==> config.mk <==
export PLATFORM = sky130hd
export DESIGN_NAME = integer_key_decimal_text_hash_top
export DESIGN_NICKNAME = d
export VERILOG_FILES = /design/src/design/ikdth_pkg.sv /design/src/design/integer_key_decimal_text_hash_top.sv /design/src/design/ikdth_ctrl.sv /design/src/design/ikdth_dp.sv
export SDC_FILE = /design/constraint.sdc
export NUM_CORES = 2
export LEC_CHECK = 0
export ABC_AREA = 1
export BUFFER_PORTS_ARGS = -buffer_cell sky130_fd_sc_hd__buf_2
export CAP_MARGIN = 25
export CORE_AREA = 2 2 363 365
export DETAILED_ROUTE_END_ITERATION = 12
export DIE_AREA = 0 0 365 367
export PLACE_DENSITY = 0.61
export SLEW_MARGIN = 20
export SYNTH_ARGS = -nofsm -noshare
export SYNTH_HDL_FRONTEND = slang
export SYNTH_SLANG_ARGS = --single-unit
==> constraint.sdc <==
create_clock -name aclk -period 11.2 [get_ports aclk]
set_input_delay 1.12 -clock aclk [delete_from_list [all_inputs] [get_ports aclk]]
set_output_delay 1.12 -clock aclk [all_outputs]
set_load 0.02 [all_outputs]
==> src/design/ikdth_pkg.sv <==
// Package for the integer key decimal text hash block.
// Holds the shared constants, the controller state type and the command and
// status structs that pass between the controller and the datapath.
package ikdth_pkg;

    localparam int KEY_W  = 64;   // width of the key field on the input stream
    localparam int HASH_W = 32;   // width of the hash result

    localparam logic [HASH_W-1:0] HASH_SEED = 32'd5381;
    localparam logic [HASH_W-1:0] FMIX_MUL  = 32'h3243f6a9;
    localparam logic [5:0]        CHR_ZERO  = 6'd48;
    localparam logic [5:0]        CHR_MINUS = 6'd45;
    localparam logic [4:0]        DEC_BASE  = 5'd10;
    localparam int                FMIX_SHIFT = 16;

    typedef enum logic [2:0] {
        ST_IDLE,
        ST_DIV_A,
        ST_DIV_B,
        ST_MIX_LAST,
        ST_SIGN,
        ST_SEED,
        ST_FIN,
        ST_OUT
    } ikdth_state_t;

    // Commands from the controller to the datapath.
    typedef struct packed {
        logic load;      // capture key magnitude and sign, clear accumulators
        logic div_a;     // first half of divide by ten
        logic div_b;     // second half of divide by ten, emit one digit
        logic mix;       // fold the held digit into the hash
        logic mix_sign;  // fold a minus sign into the hash
        logic seed;      // apply the scaled start value
        logic fin;       // finalizer first xor-shift and multiply
        logic out_load;  // finalizer last xor-shift into the output register
    } ikdth_cmd_t;

    // Status from the datapath to the controller.
    typedef struct packed {
        logic q_zero;    // the quotient just produced is zero
        logic neg;       // the key is negative
    } ikdth_stat_t;

endpackage

==> src/design/integer_key_decimal_text_hash_top.sv <==
// Integer key decimal text hash, top level: controller plus datapath.
// Per key: the key is taken in idle, then each decimal digit passes through the
// divide states DIV_A and DIV_B, then MIX_LAST, SIGN for a negative key, SEED, FIN and
// OUT; n, the number of digits, is at most 19 at KEY_BITS = 64. One key at a time: no new
// key is taken until OUT loads the result, as all digits share the divide-by-ten unit.
// Reset (aresetn low, synchronous) returns the controller to idle and drops m_tvalid.
module integer_key_decimal_text_hash_top
    import ikdth_pkg::*;
#(
    parameter int KEY_BITS = 64
) (
    input  logic              aclk,
    input  logic              aresetn,
    input  logic              s_tvalid,
    output logic              s_tready,
    input  logic [KEY_W-1:0]  s_tdata,   // [63:0] key
    output logic              m_tvalid,
    input  logic              m_tready,
    output logic [HASH_W-1:0] m_tdata    // [31:0] hash
);

    ikdth_cmd_t  cmd;
    ikdth_stat_t stat;

    ikdth_ctrl u_ctrl (
        .aclk     (aclk),
        .aresetn  (aresetn),
        .s_tvalid (s_tvalid),
        .s_tready (s_tready),
        .m_tvalid (m_tvalid),
        .m_tready (m_tready),
        .stat     (stat),
        .cmd      (cmd)
    );

    ikdth_dp #(
        .KEY_BITS (KEY_BITS)
    ) u_dp (
        .aclk (aclk),
        .key  (s_tdata),
        .cmd  (cmd),
        .stat (stat),
        .hash (m_tdata)
    );

endmodule

==> src/design/ikdth_ctrl.sv <==
// Controller state machine for the integer key decimal text hash block.
// Depends on ikdth_pkg; drives commands to ikdth_dp and owns the stream handshakes.
module ikdth_ctrl
    import ikdth_pkg::*;
(
    input  logic        aclk,
    input  logic        aresetn,
    input  logic        s_tvalid,
    output logic        s_tready,
    output logic        m_tvalid,
    input  logic        m_tready,
    input  ikdth_stat_t stat,
    output ikdth_cmd_t  cmd
);

    ikdth_state_t state_reg, state_next;
    logic         first_reg, first_next;
    logic         out_valid_reg, out_valid_next;
    logic         out_free;

    assign out_free = !out_valid_reg || m_tready;
    assign s_tready = (state_reg == ST_IDLE);
    assign m_tvalid = out_valid_reg;

    always_ff @(posedge aclk) begin
        if (!aresetn) begin
            state_reg     <= ST_IDLE;
            first_reg     <= 1'b0;
            out_valid_reg <= 1'b0;
        end else begin
            state_reg     <= state_next;
            first_reg     <= first_next;
            out_valid_reg <= out_valid_next;
        end
    end

    // Next state.
    always_comb begin
        state_next = state_reg;
        case (state_reg)
            ST_IDLE: begin
                if (s_tvalid) begin
                    state_next = ST_DIV_A;
                end
            end
            ST_DIV_A:    state_next = ST_DIV_B;
            ST_DIV_B:    state_next = stat.q_zero ? ST_MIX_LAST : ST_DIV_A;
            ST_MIX_LAST: state_next = stat.neg ? ST_SIGN : ST_SEED;
            ST_SIGN:     state_next = ST_SEED;
            ST_SEED:     state_next = ST_FIN;
            ST_FIN:      state_next = ST_OUT;
            ST_OUT: begin
                if (out_free) begin
                    state_next = ST_IDLE;
                end
            end
            default:     state_next = ST_IDLE;
        endcase
    end

    // Commands and flags.
    always_comb begin
        cmd            = '0;
        first_next     = first_reg;
        out_valid_next = out_valid_reg;
        if (m_tready) begin
            out_valid_next = 1'b0;
        end
        case (state_reg)
            ST_IDLE: begin
                if (s_tvalid) begin
                    cmd.load   = 1'b1;
                    first_next = 1'b1;
                end
            end
            ST_DIV_A: begin
                // The digit from the previous pass is mixed while the next divide starts.
                cmd.div_a  = 1'b1;
                cmd.mix    = !first_reg;
                first_next = 1'b0;
            end
            ST_DIV_B:    cmd.div_b    = 1'b1;
            ST_MIX_LAST: cmd.mix      = 1'b1;
            ST_SIGN:     cmd.mix_sign = 1'b1;
            ST_SEED:     cmd.seed     = 1'b1;
            ST_FIN:      cmd.fin      = 1'b1;
            ST_OUT: begin
                if (out_free) begin
                    cmd.out_load   = 1'b1;
                    out_valid_next = 1'b1;
                end
            end
            default: begin
                cmd = '0;
            end
        endcase
    end

endmodule

==> src/design/ikdth_dp.sv <==
// Datapath for the integer key decimal text hash block: divide-by-ten unit,
// digit mixer, seed scaling, finalizer and output register. Depends on ikdth_pkg.
module ikdth_dp
    import ikdth_pkg::*;
#(
    parameter int KEY_BITS = 64
) (
    input  logic              aclk,
    input  logic [KEY_W-1:0]  key,
    input  ikdth_cmd_t        cmd,
    output ikdth_stat_t       stat,
    output logic [HASH_W-1:0] hash
);

    logic [KEY_BITS-1:0] key_v;
    logic                key_neg;
    logic [KEY_BITS-1:0] mag_reg, qa_reg, qa;
    logic [KEY_BITS-1:0] qb1, qb2, qb3, q_est, q_fin;
    logic                neg_reg;
    logic [3:0]          digit_reg, digit;
    logic [4:0]          q10_lo, r5;
    logic                corr;
    logic [5:0]          chr;
    logic [HASH_W-1:0]   acc_reg, pw_reg, h_reg, prod_reg, hash_reg;
    logic [HASH_W-1:0]   chr_term, h_mix;

    assign key_v   = key[KEY_BITS-1:0];
    assign key_neg = key_v[KEY_BITS-1];

    // Divide by ten as a sum of shifted copies (about 0.8 * n), split over the div_a
    // and div_b steps, then a remainder check on the low bits corrects the quotient by one.
    assign qa    = (mag_reg >> 1) + (mag_reg >> 2) + (((mag_reg >> 1) + (mag_reg >> 2)) >> 4);
    assign qb1   = qa_reg + (qa_reg >> 8);
    assign qb2   = qb1 + (qb1 >> 16);
    assign qb3   = qb2 + (qb2 >> 32);
    assign q_est = qb3 >> 3;
    assign q10_lo = {q_est[1:0], 3'b000} + {q_est[3:0], 1'b0};
    assign r5     = mag_reg[4:0] - q10_lo;
    assign corr   = (r5 >= DEC_BASE);
    assign digit  = corr ? 4'(r5 - DEC_BASE) : r5[3:0];
    assign q_fin  = q_est + KEY_BITS'(corr);

    assign stat.q_zero = (q_fin == '0);
    assign stat.neg    = neg_reg;

    // Digits arrive least significant first, so each character is weighted by
    // the running power of 33 instead of multiplying the hash forward.
    assign chr      = cmd.mix_sign ? CHR_MINUS : (CHR_ZERO + 6'(digit_reg));
    assign chr_term = HASH_W'(chr) * pw_reg;
    assign h_mix    = h_reg ^ (h_reg >> FMIX_SHIFT);

    always_ff @(posedge aclk) begin
        if (cmd.load) begin
            neg_reg <= key_neg;
            mag_reg <= key_neg ? (~key_v + KEY_BITS'(1)) : key_v;
            acc_reg <= '0;
            pw_reg  <= HASH_W'(1);
        end else begin
            if (cmd.div_b) begin
                mag_reg   <= q_fin;
                digit_reg <= digit;
            end
            if (cmd.mix || cmd.mix_sign) begin
                acc_reg <= acc_reg + chr_term;
                pw_reg  <= (pw_reg << 5) + pw_reg;
            end
        end
        if (cmd.div_a) begin
            qa_reg <= qa;
        end
        if (cmd.seed) begin
            h_reg <= HASH_SEED * pw_reg + acc_reg;
        end
        if (cmd.fin) begin
            prod_reg <= h_mix * FMIX_MUL;
        end
        if (cmd.out_load) begin
            hash_reg <= prod_reg ^ (prod_reg >> FMIX_SHIFT);
        end
    end

    assign hash = hash_reg;

endmodule

==> metrics.txt <==
clock root cell clkbuf_16; top cell type's share of synthesized area 0.1518; EDFF count, synth 229; hold path depth 0; Initial Utilization 0.3962; Synth Register Bits 293; global-route wire length before repair 290,900 um; CP Capture Type flop; H-tree depth 2; cts hold-fix bufs 0; Final Cycle Share 0.9168; num rows 133; Worst Path Arrival 10,770 ps; Synth Cell Area 0.05169 mm^2; post_cts resized 0; GRT Total Usage 0.2875; number of cells on the critical path 53; Final setup violation count 0; CTS clock-pin slew for the worst setup and hold paths 60 ps; fraction of layout cells with a size suffix above 1 0.06144; setup bufs post-CTS 0; final clock skew 56.83 ps; # fillers 13,760; IO Pins 102; Post-DP HPWL 168,500 um; Slew Limit Fails 0; worst hold path type flop to flop; Mapped Avg Cell Area 7.120 um^2; Synth area leader ha_1; Layout area overhead 7.877%; RSZ-0062 raised after global routing false; vias 48,430; Crit Path Max Fanout 5; routed len/inst 21.08 um; port bufs 101; largest net degree at the start of global routing 68; GRT overflow 0; Slew @ Worst Pin 1000 ps; crit-path max cell delay 530 ps; Nets 8,440; post-synthesis sequential area ratio 0.1578; Die Y 367 um; CTS max path bufs 3; Crit-path slowest cell fa_1; Worst-Skew Late Latency 610 ps; antenna viol nets, final 0; Die Width 365 um; CTS Sinks 293; most frequent cells after synthesis 1,699 x nand2_1, 1,361 x inv_1, 644 x nor2_1; Worst slew margin 0.3326; placer congestion estimate 1.057; Distinct cells, synth 61; vias in the first global route 48,120; Critical Path RT 11,710 ps; Post-Synthesis Cells 7,259; min cycle time layout 10,270 ps; reg2reg path depth 53; DRT Wirelength 193,400 um; CP most frequent cell nand2_1; initial antenna violation count 22; total negative slack 0 ps; ys flop type edfxtp_1; outcome finished clean; core area 0.1305 mm^2; Yosys Warn Count 0; CP delay by family, top simple AND/OR/NAND/NOR gates; drt drc 0; drt first pass iters 6; CTS tree built; Iter 0 DRT Violations 3,886; Setup Crit Path Kind flop to flop; Area contributors post-synth ha_1 15%, fa_1 14%, edfxtp_1 13%; Max Clk Rate 97.39 MHz; DR vias/cell 5.278; Multi-input gate area 0.03808 mm^2; top-count cell post-synth nand2_1; max cap viols 0; Buf+Inv Stages, Crit Path 4; final hold violations 0; Critical Path Source Type flop; FF+latch area 0.008158 mm^2; DIE AREA 0.1340 mm^2; cts bufs inserted 38; Async SR Flop Fraction 0; syn nets 8,323
-- through the flow --
stage	instances	hold WS, ps	utilization	instance area (um^2)	worst slack, ps
2_1_floorplan	7259	446.1	-	51690	3284
5_1_grt	9175	480.0	0.4274	55750	212.1
3_5_place_dp	9089	457.7	0.4172	54430	1233
6_report	9176	472.3	0.4274	55760	931.6
4_1_cts	9159	472.8	0.4268	55680	1154
3_3_place_gp	9089	453.6	0.4172	54430	1199
-- kinds of logic (layout without fill, tap and decap cells) --
group,count (synthesis),after routing,synth area share
AOI/OAI and AO/OA,991,991,0.1076
xor gates and xnor gates,455,455,0.07776
adders and majority gates,996,996,0.2947
buffers and inverters,1467,1614,0.1065
DFF,293,293,0.1578
muxes,2,2,0.0003873
other,0,15,0
and+or+nand+nor,3055,3055,0.2552
-- per-layer routing --
layer	share of wire	global-route usage	wire length (um)	vias up
met1	0.42	0.3578	80300	23010
met5	0.000067	0	13	-
met2	0.47	0.4904	91710	1549
li1	-	-	-	23470
met4	0.064	0.1562	12420	2
met3	0.046	0.02422	8994	395
-- worst paths after layout --
| check | end | start | slack (ps) |
|---|---|---|---|
| worst max-delay path | u_ctrl.state_reg[1]$_SDFFE_PN0P_ | u_dp.qa_reg[8]$_DFFE_PP_ | 930 |
| worst min-delay path | u_dp.hash[20]$_DFFE_PP_ | u_dp.prod_reg[20]$_DFFE_PP_ | 470 |
| worst max register to register | u_ctrl.state_reg[1]$_SDFFE_PN0P_ | u_dp.qa_reg[8]$_DFFE_PP_ | 930 |
| worst min register to register | u_dp.hash[20]$_DFFE_PP_ | u_dp.prod_reg[20]$_DFFE_PP_ | 470 |
-- cell usage in the layout, fill, tap and decap left out, types with 39 or more instances in the layout --
cell / count
nor2_2: 55
inv_2: 51
dfxtp_1: 64
buf_2: 101
xnor2_1: 185
nor3_1: 72
o21bai_1: 50
o21ai_0: 264
xor2_1: 266
edfxtp_1: 229
ha_1: 627
fa_1: 369
inv_1: 1359
nand2_2: 62
a31oi_1: 46
nor2_1: 640
a21oi_1: 464
nand2_1: 1699
clkbuf_16: 39
nand3_1: 293
nand4_1: 92
-- final cells by class --
class,count,area share
flip-flops and latches,293,0.1463
clock buffers,44,0.01802
multi-input cells,5499,0.6829
inverters,1419,0.09557
well taps,1755,0.03938
repair buffers,125,0.01266
clock inverters,26,0.004488
diodes,15,0.0006732
Power is left out: the tool's default activity adds up to more than one toggle a clock period on the data nets, which glitch-free logic cannot reach.
